[config.mk]
export PLATFORM = sky130hd
export DESIGN_NAME = multi_timer_bank
export DESIGN_NICKNAME = d
export VERILOG_FILES = /design/src/rtl/mtb_pkg.sv /design/src/rtl/multi_timer_bank.sv /design/src/rtl/mtb_dp.sv /design/src/rtl/mtb_ctrl.sv
export VERILOG_INCLUDE_DIRS = /design/src /design/src/rtl
export SDC_FILE = /design/constraint.sdc
export NUM_CORES = 1
export LEC_CHECK = 0
export BUFFER_PORTS_ARGS = -buffer_cell sky130_fd_sc_hd__buf_2
export CAP_MARGIN = 20
export CORE_MARGIN = 1
export CORE_UTILIZATION = 40
export CTS_CLUSTER_DIAMETER = 60
export DETAILED_ROUTE_END_ITERATION = 12
export GPL_TIMING_DRIVEN = 0
export HOLD_SLACK_MARGIN = 0.1
export PLACE_DENSITY = 0.61
export SYNTH_ARGS = -nofsm -noshare
export SYNTH_HDL_FRONTEND = slang
export SYNTH_HIERARCHICAL = 1
export SYNTH_SLANG_ARGS = --single-unit
export TNS_END_PERCENT = 100
[constraint.sdc]
create_clock -name clk -period 8.68 [get_ports clk]
set_input_delay 0.868 -clock clk [delete_from_list [all_inputs] [get_ports clk]]
set_output_delay 0.868 -clock clk [all_outputs]
set_load 0.05 [all_outputs]
[src/rtl/multi_timer_bank_defines.svh]
// assertion macros for the timer bank
`ifndef MULTI_TIMER_BANK_DEFINES_SVH
`define MULTI_TIMER_BANK_DEFINES_SVH

// same-cycle implication, reset disables the check
`define MTB_ASSERT_NOW(label, ante, cons) \
  label: assert property (@(posedge clk) disable iff (!rst_n) (ante) |-> (cons)) \
    else $error("timer bank check failed");

// next-cycle implication, reset disables the check
`define MTB_ASSERT_NEXT(label, ante, cons) \
  label: assert property (@(posedge clk) disable iff (!rst_n) (ante) |=> (cons)) \
    else $error("timer bank check failed");

`endif

[src/rtl/mtb_pkg.sv]
// shared types and constants of the timer bank
package mtb_pkg;

  localparam int OP_W            = 3;
  localparam int ID_W            = 3;
  localparam int PERIOD_W        = 32;
  localparam int TIMER_COUNT_DEF = 8;

  typedef enum logic [OP_W-1:0] {
    OP_START_ONCE = 3'd0,
    OP_START_AUTO = 3'd1,
    OP_STOP       = 3'd2,
    OP_CHECK      = 3'd3,
    OP_TICK       = 3'd4
  } op_t;

  typedef struct packed {
    logic op_apply;
    logic rd_en;
    logic out_load;
  } cmd_t;

endpackage

[src/rtl/multi_timer_bank.sv]
// Bank of TIMER_COUNT down-counting timers driven by one operation per input
// transaction: start once, start auto-reload, stop, check-and-clear, tick.
// Every transaction gives exactly one result transaction; expired is the
// cleared flag for a check and 0 otherwise. A start, stop or check moves
// from acceptance to the hold state, which loads the output register, and
// the input is free again in the cycle after that load. A tick walks the
// count memory through its single read port, one timer per cycle with the
// write-back in the cycle after each read, then passes through the drain
// and hold states before the output register loads; the input is stalled
// meanwhile. A new transaction is taken while the previous result still
// waits in the output register; the result load, and the stall of the
// input, then last until that earlier result is taken.
`include "multi_timer_bank_defines.svh"

module multi_timer_bank #(
  parameter int TIMER_COUNT = mtb_pkg::TIMER_COUNT_DEF
) (
  input  logic                          clk,
  input  logic                          rst_n,
  input  logic                          in_valid,
  output logic                          in_stall,
  input  logic [mtb_pkg::OP_W-1:0]      in_op,
  input  logic [mtb_pkg::ID_W-1:0]      in_timer_id,
  input  logic [mtb_pkg::PERIOD_W-1:0]  in_period,
  output logic                          out_valid,
  input  logic                          out_stall,
  output logic                          out_expired
);

  localparam int IDX_W = (TIMER_COUNT > 1) ? $clog2(TIMER_COUNT) : 1;

  mtb_pkg::cmd_t    cmd;
  logic [IDX_W-1:0] rd_idx;

  mtb_ctrl #(
    .TIMER_COUNT(TIMER_COUNT),
    .IDX_W      (IDX_W)
  ) u_ctrl (
    .clk      (clk),
    .rst_n    (rst_n),
    .in_valid (in_valid),
    .in_op    (in_op),
    .in_stall (in_stall),
    .out_valid(out_valid),
    .out_stall(out_stall),
    .cmd      (cmd),
    .rd_idx   (rd_idx)
  );

  mtb_dp #(
    .TIMER_COUNT(TIMER_COUNT),
    .IDX_W      (IDX_W)
  ) u_dp (
    .clk        (clk),
    .rst_n      (rst_n),
    .cmd        (cmd),
    .rd_idx     (rd_idx),
    .in_op      (in_op),
    .in_timer_id(in_timer_id),
    .in_period  (in_period),
    .out_expired(out_expired)
  );

  `MTB_ASSERT_NEXT(a_busy_after_accept, in_valid && !in_stall, in_stall)
  `MTB_ASSERT_NOW(a_sweep_only_busy, cmd.rd_en, in_stall && !cmd.op_apply)
  `MTB_ASSERT_NEXT(a_load_sets_valid, cmd.out_load, out_valid)
  `MTB_ASSERT_NEXT(a_tick_starts_sweep,
    in_valid && !in_stall && (in_op == mtb_pkg::OP_TICK), cmd.rd_en)

endmodule

[src/rtl/mtb_dp.sv]
// timer bank datapath: count memory, flags, result and output registers
module mtb_dp #(
  parameter int TIMER_COUNT = mtb_pkg::TIMER_COUNT_DEF,
  parameter int IDX_W       = 3
) (
  input  logic                          clk,
  input  logic                          rst_n,
  input  mtb_pkg::cmd_t                 cmd,
  input  logic [IDX_W-1:0]              rd_idx,
  input  logic [mtb_pkg::OP_W-1:0]      in_op,
  input  logic [mtb_pkg::ID_W-1:0]      in_timer_id,
  input  logic [mtb_pkg::PERIOD_W-1:0]  in_period,
  output logic                          out_expired
);

  localparam int PW = mtb_pkg::PERIOD_W;

  // entry holds {reload, remaining}
  logic [2*PW-1:0]        mem [TIMER_COUNT];
  logic [2*PW-1:0]        mem_q_r;
  logic                   wb_en_r;
  logic [IDX_W-1:0]       wb_idx_r;
  logic [TIMER_COUNT-1:0] rem_vld_r;
  logic [TIMER_COUNT-1:0] mark_r;
  logic [TIMER_COUNT-1:0] auto_r;
  logic                   res_r;
  logic                   out_expired_r;

  mtb_pkg::op_t           op;
  logic [IDX_W+2:0]       id_ext;
  logic [IDX_W-1:0]       idx;
  logic                   id_ok;
  logic                   is_start;

  logic [PW-1:0]          rem_cur;
  logic [PW-1:0]          rem_dec;
  logic [PW-1:0]          rem_new;
  logic                   hit;
  logic                   expire;

  logic                   mem_we;
  logic [IDX_W-1:0]       mem_waddr;
  logic [2*PW-1:0]        mem_wdata;

  assign op       = mtb_pkg::op_t'(in_op);
  assign id_ext   = (IDX_W+3)'(in_timer_id);
  assign idx      = id_ext[IDX_W-1:0];
  assign id_ok    = 32'(in_timer_id) < 32'(TIMER_COUNT);
  assign is_start = (op == mtb_pkg::OP_START_ONCE) || (op == mtb_pkg::OP_START_AUTO);

  // write-back of one timer during a tick sweep
  always_comb begin
    rem_cur = rem_vld_r[wb_idx_r] ? mem_q_r[PW-1:0] : '0;
    rem_dec = rem_cur - PW'(1);
    hit     = rem_cur != '0;
    expire  = hit && (rem_dec == '0);
    rem_new = expire ? (auto_r[wb_idx_r] ? mem_q_r[2*PW-1:PW] : '0) : rem_dec;
  end

  always_comb begin
    mem_we    = 1'b0;
    mem_waddr = wb_idx_r;
    mem_wdata = {mem_q_r[2*PW-1:PW], rem_new};
    if (wb_en_r && hit) begin
      mem_we = 1'b1;
    end else if (cmd.op_apply && is_start && id_ok) begin
      mem_we    = 1'b1;
      mem_waddr = idx;
      mem_wdata = {in_period, in_period};
    end
  end

  always_ff @(posedge clk) begin
    if (mem_we) begin
      mem[mem_waddr] <= mem_wdata;
    end
    if (cmd.rd_en) begin
      mem_q_r <= mem[rd_idx];
    end
    if (cmd.op_apply) begin
      res_r <= (op == mtb_pkg::OP_CHECK) && id_ok && mark_r[idx];
    end
    if (cmd.out_load) begin
      out_expired_r <= res_r;
    end
  end

  always_ff @(posedge clk) begin
    if (!rst_n) begin
      wb_en_r   <= 1'b0;
      wb_idx_r  <= '0;
      rem_vld_r <= '0;
      mark_r    <= '0;
      auto_r    <= '0;
    end else begin
      wb_en_r <= cmd.rd_en;
      if (cmd.rd_en) begin
        wb_idx_r <= rd_idx;
      end
      if (wb_en_r && expire) begin
        mark_r[wb_idx_r] <= 1'b1;
      end
      if (cmd.op_apply && id_ok) begin
        unique case (op)
          mtb_pkg::OP_START_ONCE, mtb_pkg::OP_START_AUTO: begin
            rem_vld_r[idx] <= 1'b1;
            mark_r[idx]    <= 1'b0;
            auto_r[idx]    <= (op == mtb_pkg::OP_START_AUTO);
          end
          mtb_pkg::OP_STOP: begin
            rem_vld_r[idx] <= 1'b0;
            mark_r[idx]    <= 1'b0;
            auto_r[idx]    <= 1'b0;
          end
          mtb_pkg::OP_CHECK: begin
            mark_r[idx] <= 1'b0;
          end
          default: begin
          end
        endcase
      end
    end
  end

  assign out_expired = out_expired_r;

endmodule

[src/rtl/mtb_ctrl.sv]
// timer bank controller: handshakes, tick sweep sequencing, output valid
module mtb_ctrl #(
  parameter int TIMER_COUNT = mtb_pkg::TIMER_COUNT_DEF,
  parameter int IDX_W       = 3
) (
  input  logic                      clk,
  input  logic                      rst_n,
  input  logic                      in_valid,
  input  logic [mtb_pkg::OP_W-1:0]  in_op,
  output logic                      in_stall,
  output logic                      out_valid,
  input  logic                      out_stall,
  output mtb_pkg::cmd_t             cmd,
  output logic [IDX_W-1:0]          rd_idx
);

  typedef enum logic [1:0] {
    ST_IDLE,
    ST_SWEEP,
    ST_DRAIN,
    ST_HOLD
  } state_t;

  localparam logic [IDX_W-1:0] LAST_IDX = IDX_W'(TIMER_COUNT - 1);

  state_t           state_r;
  logic [IDX_W-1:0] cnt_r;
  logic             out_vld_r;
  logic             accept;
  logic             out_free;

  assign in_stall = state_r != ST_IDLE;
  assign accept   = in_valid && !in_stall;
  assign out_free = !out_vld_r || !out_stall;

  assign cmd.op_apply = accept;
  assign cmd.rd_en    = state_r == ST_SWEEP;
  assign cmd.out_load = (state_r == ST_HOLD) && out_free;
  assign rd_idx       = cnt_r;
  assign out_valid    = out_vld_r;

  always_ff @(posedge clk) begin
    if (!rst_n) begin
      state_r   <= ST_IDLE;
      cnt_r     <= '0;
      out_vld_r <= 1'b0;
    end else begin
      if (cmd.out_load) begin
        out_vld_r <= 1'b1;
      end else if (!out_stall) begin
        out_vld_r <= 1'b0;
      end
      unique case (state_r)
        ST_IDLE: begin
          cnt_r <= '0;
          if (accept) begin
            state_r <= (mtb_pkg::op_t'(in_op) == mtb_pkg::OP_TICK) ? ST_SWEEP : ST_HOLD;
          end
        end
        ST_SWEEP: begin
          if (cnt_r == LAST_IDX) begin
            state_r <= ST_DRAIN;
          end else begin
            cnt_r <= cnt_r + IDX_W'(1);
          end
        end
        ST_DRAIN: begin
          state_r <= ST_HOLD;
        end
        ST_HOLD: begin
          if (out_free) begin
            state_r <= ST_IDLE;
          end
        end
        default: begin
          state_r <= ST_IDLE;
        end
      endcase
    end
  end

endmodule
==> flow_summary.toml <==
[run_status]
status = "finished, final reports clean"

[worst_setup_path]
crit_top_cell = "clkbuf_1"
crit_family = "buffers and inverters"
crit_slowest_cell = "clkbuf_1"
crit_path_end_kind = "flip-flop"
r2r_end = "u_dp/mem[7][7]$_DFFE_PP_"
reg2reg_slack_ns = 1.99
required_ns = 8.97
crit_chain = "clkbuf_1 -> nand3_1 -> a21oi_1 -> or3_1 -> clkbuf_1 -> clkbuf_1 -> nand2_1 -> ha_1 -> clkbuf_1 -> o21ai_0 -> a211o_1 -> clkbuf_1 -> clkbuf_1 -> a21oi_1 -> nor2_4 -> buf_12 -> buf_12 -> buf_12"
r2r-start = "u_dp/wb_idx_r[2]$_SDFFE_PN0P_"
r2r_cells = 18
cp.arrival_ns = 6.98
critPathBufInv = 9
crit_type = "reg2reg"
critPathMaxFanout = 21
startpoint_type = "flip-flop"
critPathMaxStageDelay_ns = 0.64

[routing]
final_antenna_net_count = 0
via_per_inst = 5.70
vias = 13993
drc = 0
wl_per_cell_um = 25.8
drt_wl_total_um = 63300
first_pass_iters = 5
drt_iter0_drc = 1600

[placement]
dpl.hpwl_um = 42400
port-buffer-count = 44
place_congestion = 0.891
placed_area_um2 = 27000

[synthesis]
yosys_warnings = 6
synth_top_area_cell = "edfxtp_1"
synth_edf_count = 578
seq_area_frac_synth_pct = 71.8
syn_area_per_cell_um2 = 17.5
async_flop_share_pct = 0
netlist_area_um2 = 25100
synth.most_common_cell = "edfxtp_1"
synth_area_leaders = "edfxtp_1, mux4_2, mux2_2"
yosys-top-cells-count = "edfxtp_1, nand2_1, mux4_2"
yosysUniqueCellTypes = 68
synthCells = 1432
ys_ff_latch = 612
yosys.area.top_type_share_pct = 69.1
ys.flop_type = "edfxtp_1"
synthesis.nets = 1483

[grt]
grt_overflow = 0
grt_pass1_vias = 14168
grt_first_pass_wirelength_um = 93300
use_met2_pct = 31.1
grtUsageMet1_pct = 29.9
antenna_found_initial = 0
grt.busiest_layer = "met2"
grt_start_max_net_pins = 45
grt_use_met3_pct = 2.95
gr-usage-all-layers_pct = 20.1

[sta]
skew_ns = 0.0630
hold_ws_ns = 0.454
hold_viol = 0
rsz0062_at_grt = "false"
tightest_slew_ns = 1.10
setup_violations = 0
max-slew-margin-rel_pct = 26.7
period_share_pct = 77.1
finalCriticalPeriod_ns = 6.69
slew_violations = 0
fmax_ghz = 0.150

[cells_and_area]
multi_input_area_um2 = 6720
finalInstanceArea_um2 = 29000
n_fill_cell = 5219
fin_nets = 1621
utilization_pct = 46.9
num_antenna_cells = 0
seq_area_um2 = 18000
areaGrowthSynthToFinish_pct = 15.5
drive_gt1_share_pct = 24.9

[clock_network]
cts_resized = 0
cts_buffers = 60
clock-sinks = 612
ctsHoldBuffers = 0
cts_root_buffer = "clkbuf_16"
h-tree-depth = 2
clk_latency_ns = 0.64
clock_path_buffers = 3
cts_tree = "built"
clk_pin_slew_worst_paths_ns = 0.07
cts_setup_buffers = 0

[min_path]
hold_start = "u_dp/res_r$_DFFE_PP_"
min_path_type = "reg2reg"
whs_endpoint = "u_dp/out_expired$_DFFE_PP_"
hold_depth = 0

[die]
die_h_um = 253
pin_count = 45
die_x_um = 253
initial_core_util_pct = 40.6
row_count = 91
dieArea_um2 = 63800
coreArea_um2 = 61800

[power_and_ir_drop]
ir_worst_vdd_v = 0.000190
p_per_area_nw_per_um2 = 246
leakage_nw = 8.86

[run]
drv_cap = 0
==> worst max path at each step <==
stage / to / slack [ns] / start / cells past startpoint
finish: u_dp/mem[7][7]$_DFFE_PP_ / 1.99 / u_dp/wb_idx_r[2]$_SDFFE_PN0P_ / 18
global route: u_dp/mem[7][7]$_DFFE_PP_ / 1.62 / u_dp/wb_idx_r[2]$_SDFFE_PN0P_ / 18
CTS: u_dp/mem[7][7]$_DFFE_PP_ / 2.11 / u_dp/wb_idx_r[2]$_SDFFE_PN0P_ / 18
detailed placement: u_dp/mem[7][41]$_DFFE_PP_ / 2.15 / u_dp/wb_idx_r[2]$_SDFFE_PN0P_ / 18
global placement: u_dp/mem[6][41]$_DFFE_PP_ / -2.47 / u_dp/wb_idx_r[2]$_SDFFE_PN0P_ / 15
floorplan: u_dp/mem[6][0]$_DFFE_PP_ / 2.36 / u_dp/wb_idx_r[1]$_SDFFE_PN0P_ / 15
==> worst reg2reg max path: cells and delay by family (launching register included) <==
| family | cells | cell delay (ns) |
|---|---|---|
| buffers and inverters | 9 | 3.41 |
| DFF | 1 | 0.40 |
| and+or+nand+nor | 4 | 1.01 |
| AOI/OAI and AO/OA | 4 | 1.33 |
| adders and majority gates | 1 | 0.23 |
==> cells by family (layout without fill, tap and decap cells) <==
family                     count (synthesis)  count (layout)  share of synthesized area, %
DFF                                      612             612                          71.8
adders and majority gates                  9               9                         0.449
and+or+nand+nor                          367             367                          7.02
muxes                                    211             211                          15.1
buffers and inverters                     95             280                          1.70
xor gates and xnor gates                  21              21                         0.733
AOI/OAI and AO/OA                        117             117                          3.15
==> layout by cell type, fill, tap and decap left out, drive strengths merged, types with 6 or more instances in the layout <==
| cell type | instances |
|---|---|
| mux4 | 128 |
| a21oi | 30 |
| ha | 9 |
| or3 | 8 |
| clkinv | 30 |
| mux2i | 19 |
| nand3 | 38 |
| a211oi | 9 |
| clkbuf | 116 |
| nor3 | 16 |
| o21ai | 17 |
| nand2 | 150 |
| buf | 107 |
| nor3b | 6 |
| mux2 | 64 |
| inv | 22 |
| xor2 | 9 |
| nor4 | 15 |
| nand3b | 6 |
| nor2 | 72 |
| nor2b | 17 |
| edfxtp | 578 |
| dfxtp | 34 |
| nand2b | 6 |
| a31oi | 16 |
| a21boi | 6 |
| or4 | 10 |
| o221ai | 7 |
| xnor2 | 12 |
==> metal layers <==
metal	vias up	wire (um)
met1	7381	27800
met3	74	4980
li1	5953	-
met5	-	0
met2	585	29500
met4	0	1020
==> through the flow <==
step	TNS, ns	total power [mW]	instances	setup slack (ns)
2_1_floorplan	0	4.27	1432	2.36
3_3_place_gp	-1096.48	4.60	2313	-2.47
3_5_place_dp	0	4.64	2340	2.15
4_1_cts	0	7.19	2449	2.11
5_1_grt	0	7.39	2454	1.62
6_report	0	7.14	2454	1.99
==> final cells by class <==
type | instances | area share (%)
Sequential cell | 612 | 62.2
Multi-Input combinational cell | 725 | 23.1
Clock buffer | 71 | 5.39
Tap cell | 837 | 3.61
Timing Repair Buffer | 76 | 2.94
Clock inverter | 38 | 1.26
Buffer | 76 | 1.22
Inverter | 19 | 0.246
==> state kept, by name, indices dropped and copies added (netlist names), named ones only <==
| signal | flops |
|---|---|
| u_ctrl/out_valid | 1 |
| u_ctrl/rd_idx | 3 |
| u_ctrl/state_r | 2 |
| u_dp/auto_r | 8 |
| u_dp/mark_r | 8 |
| u_dp/mem | 512 |
| u_dp/mem_q_r | 64 |
| u_dp/out_expired | 1 |
| u_dp/res_r | 1 |
| u_dp/wb_en_r | 1 |
| u_dp/wb_idx_r | 3 |
==> where the power goes <==
group | internal [mW] | switching [mW]
logic | 0.390 | 0.594
registers | 3.50 | 0.110
clock network | 1.44 | 1.11
(Power assumes the default switching activity.)
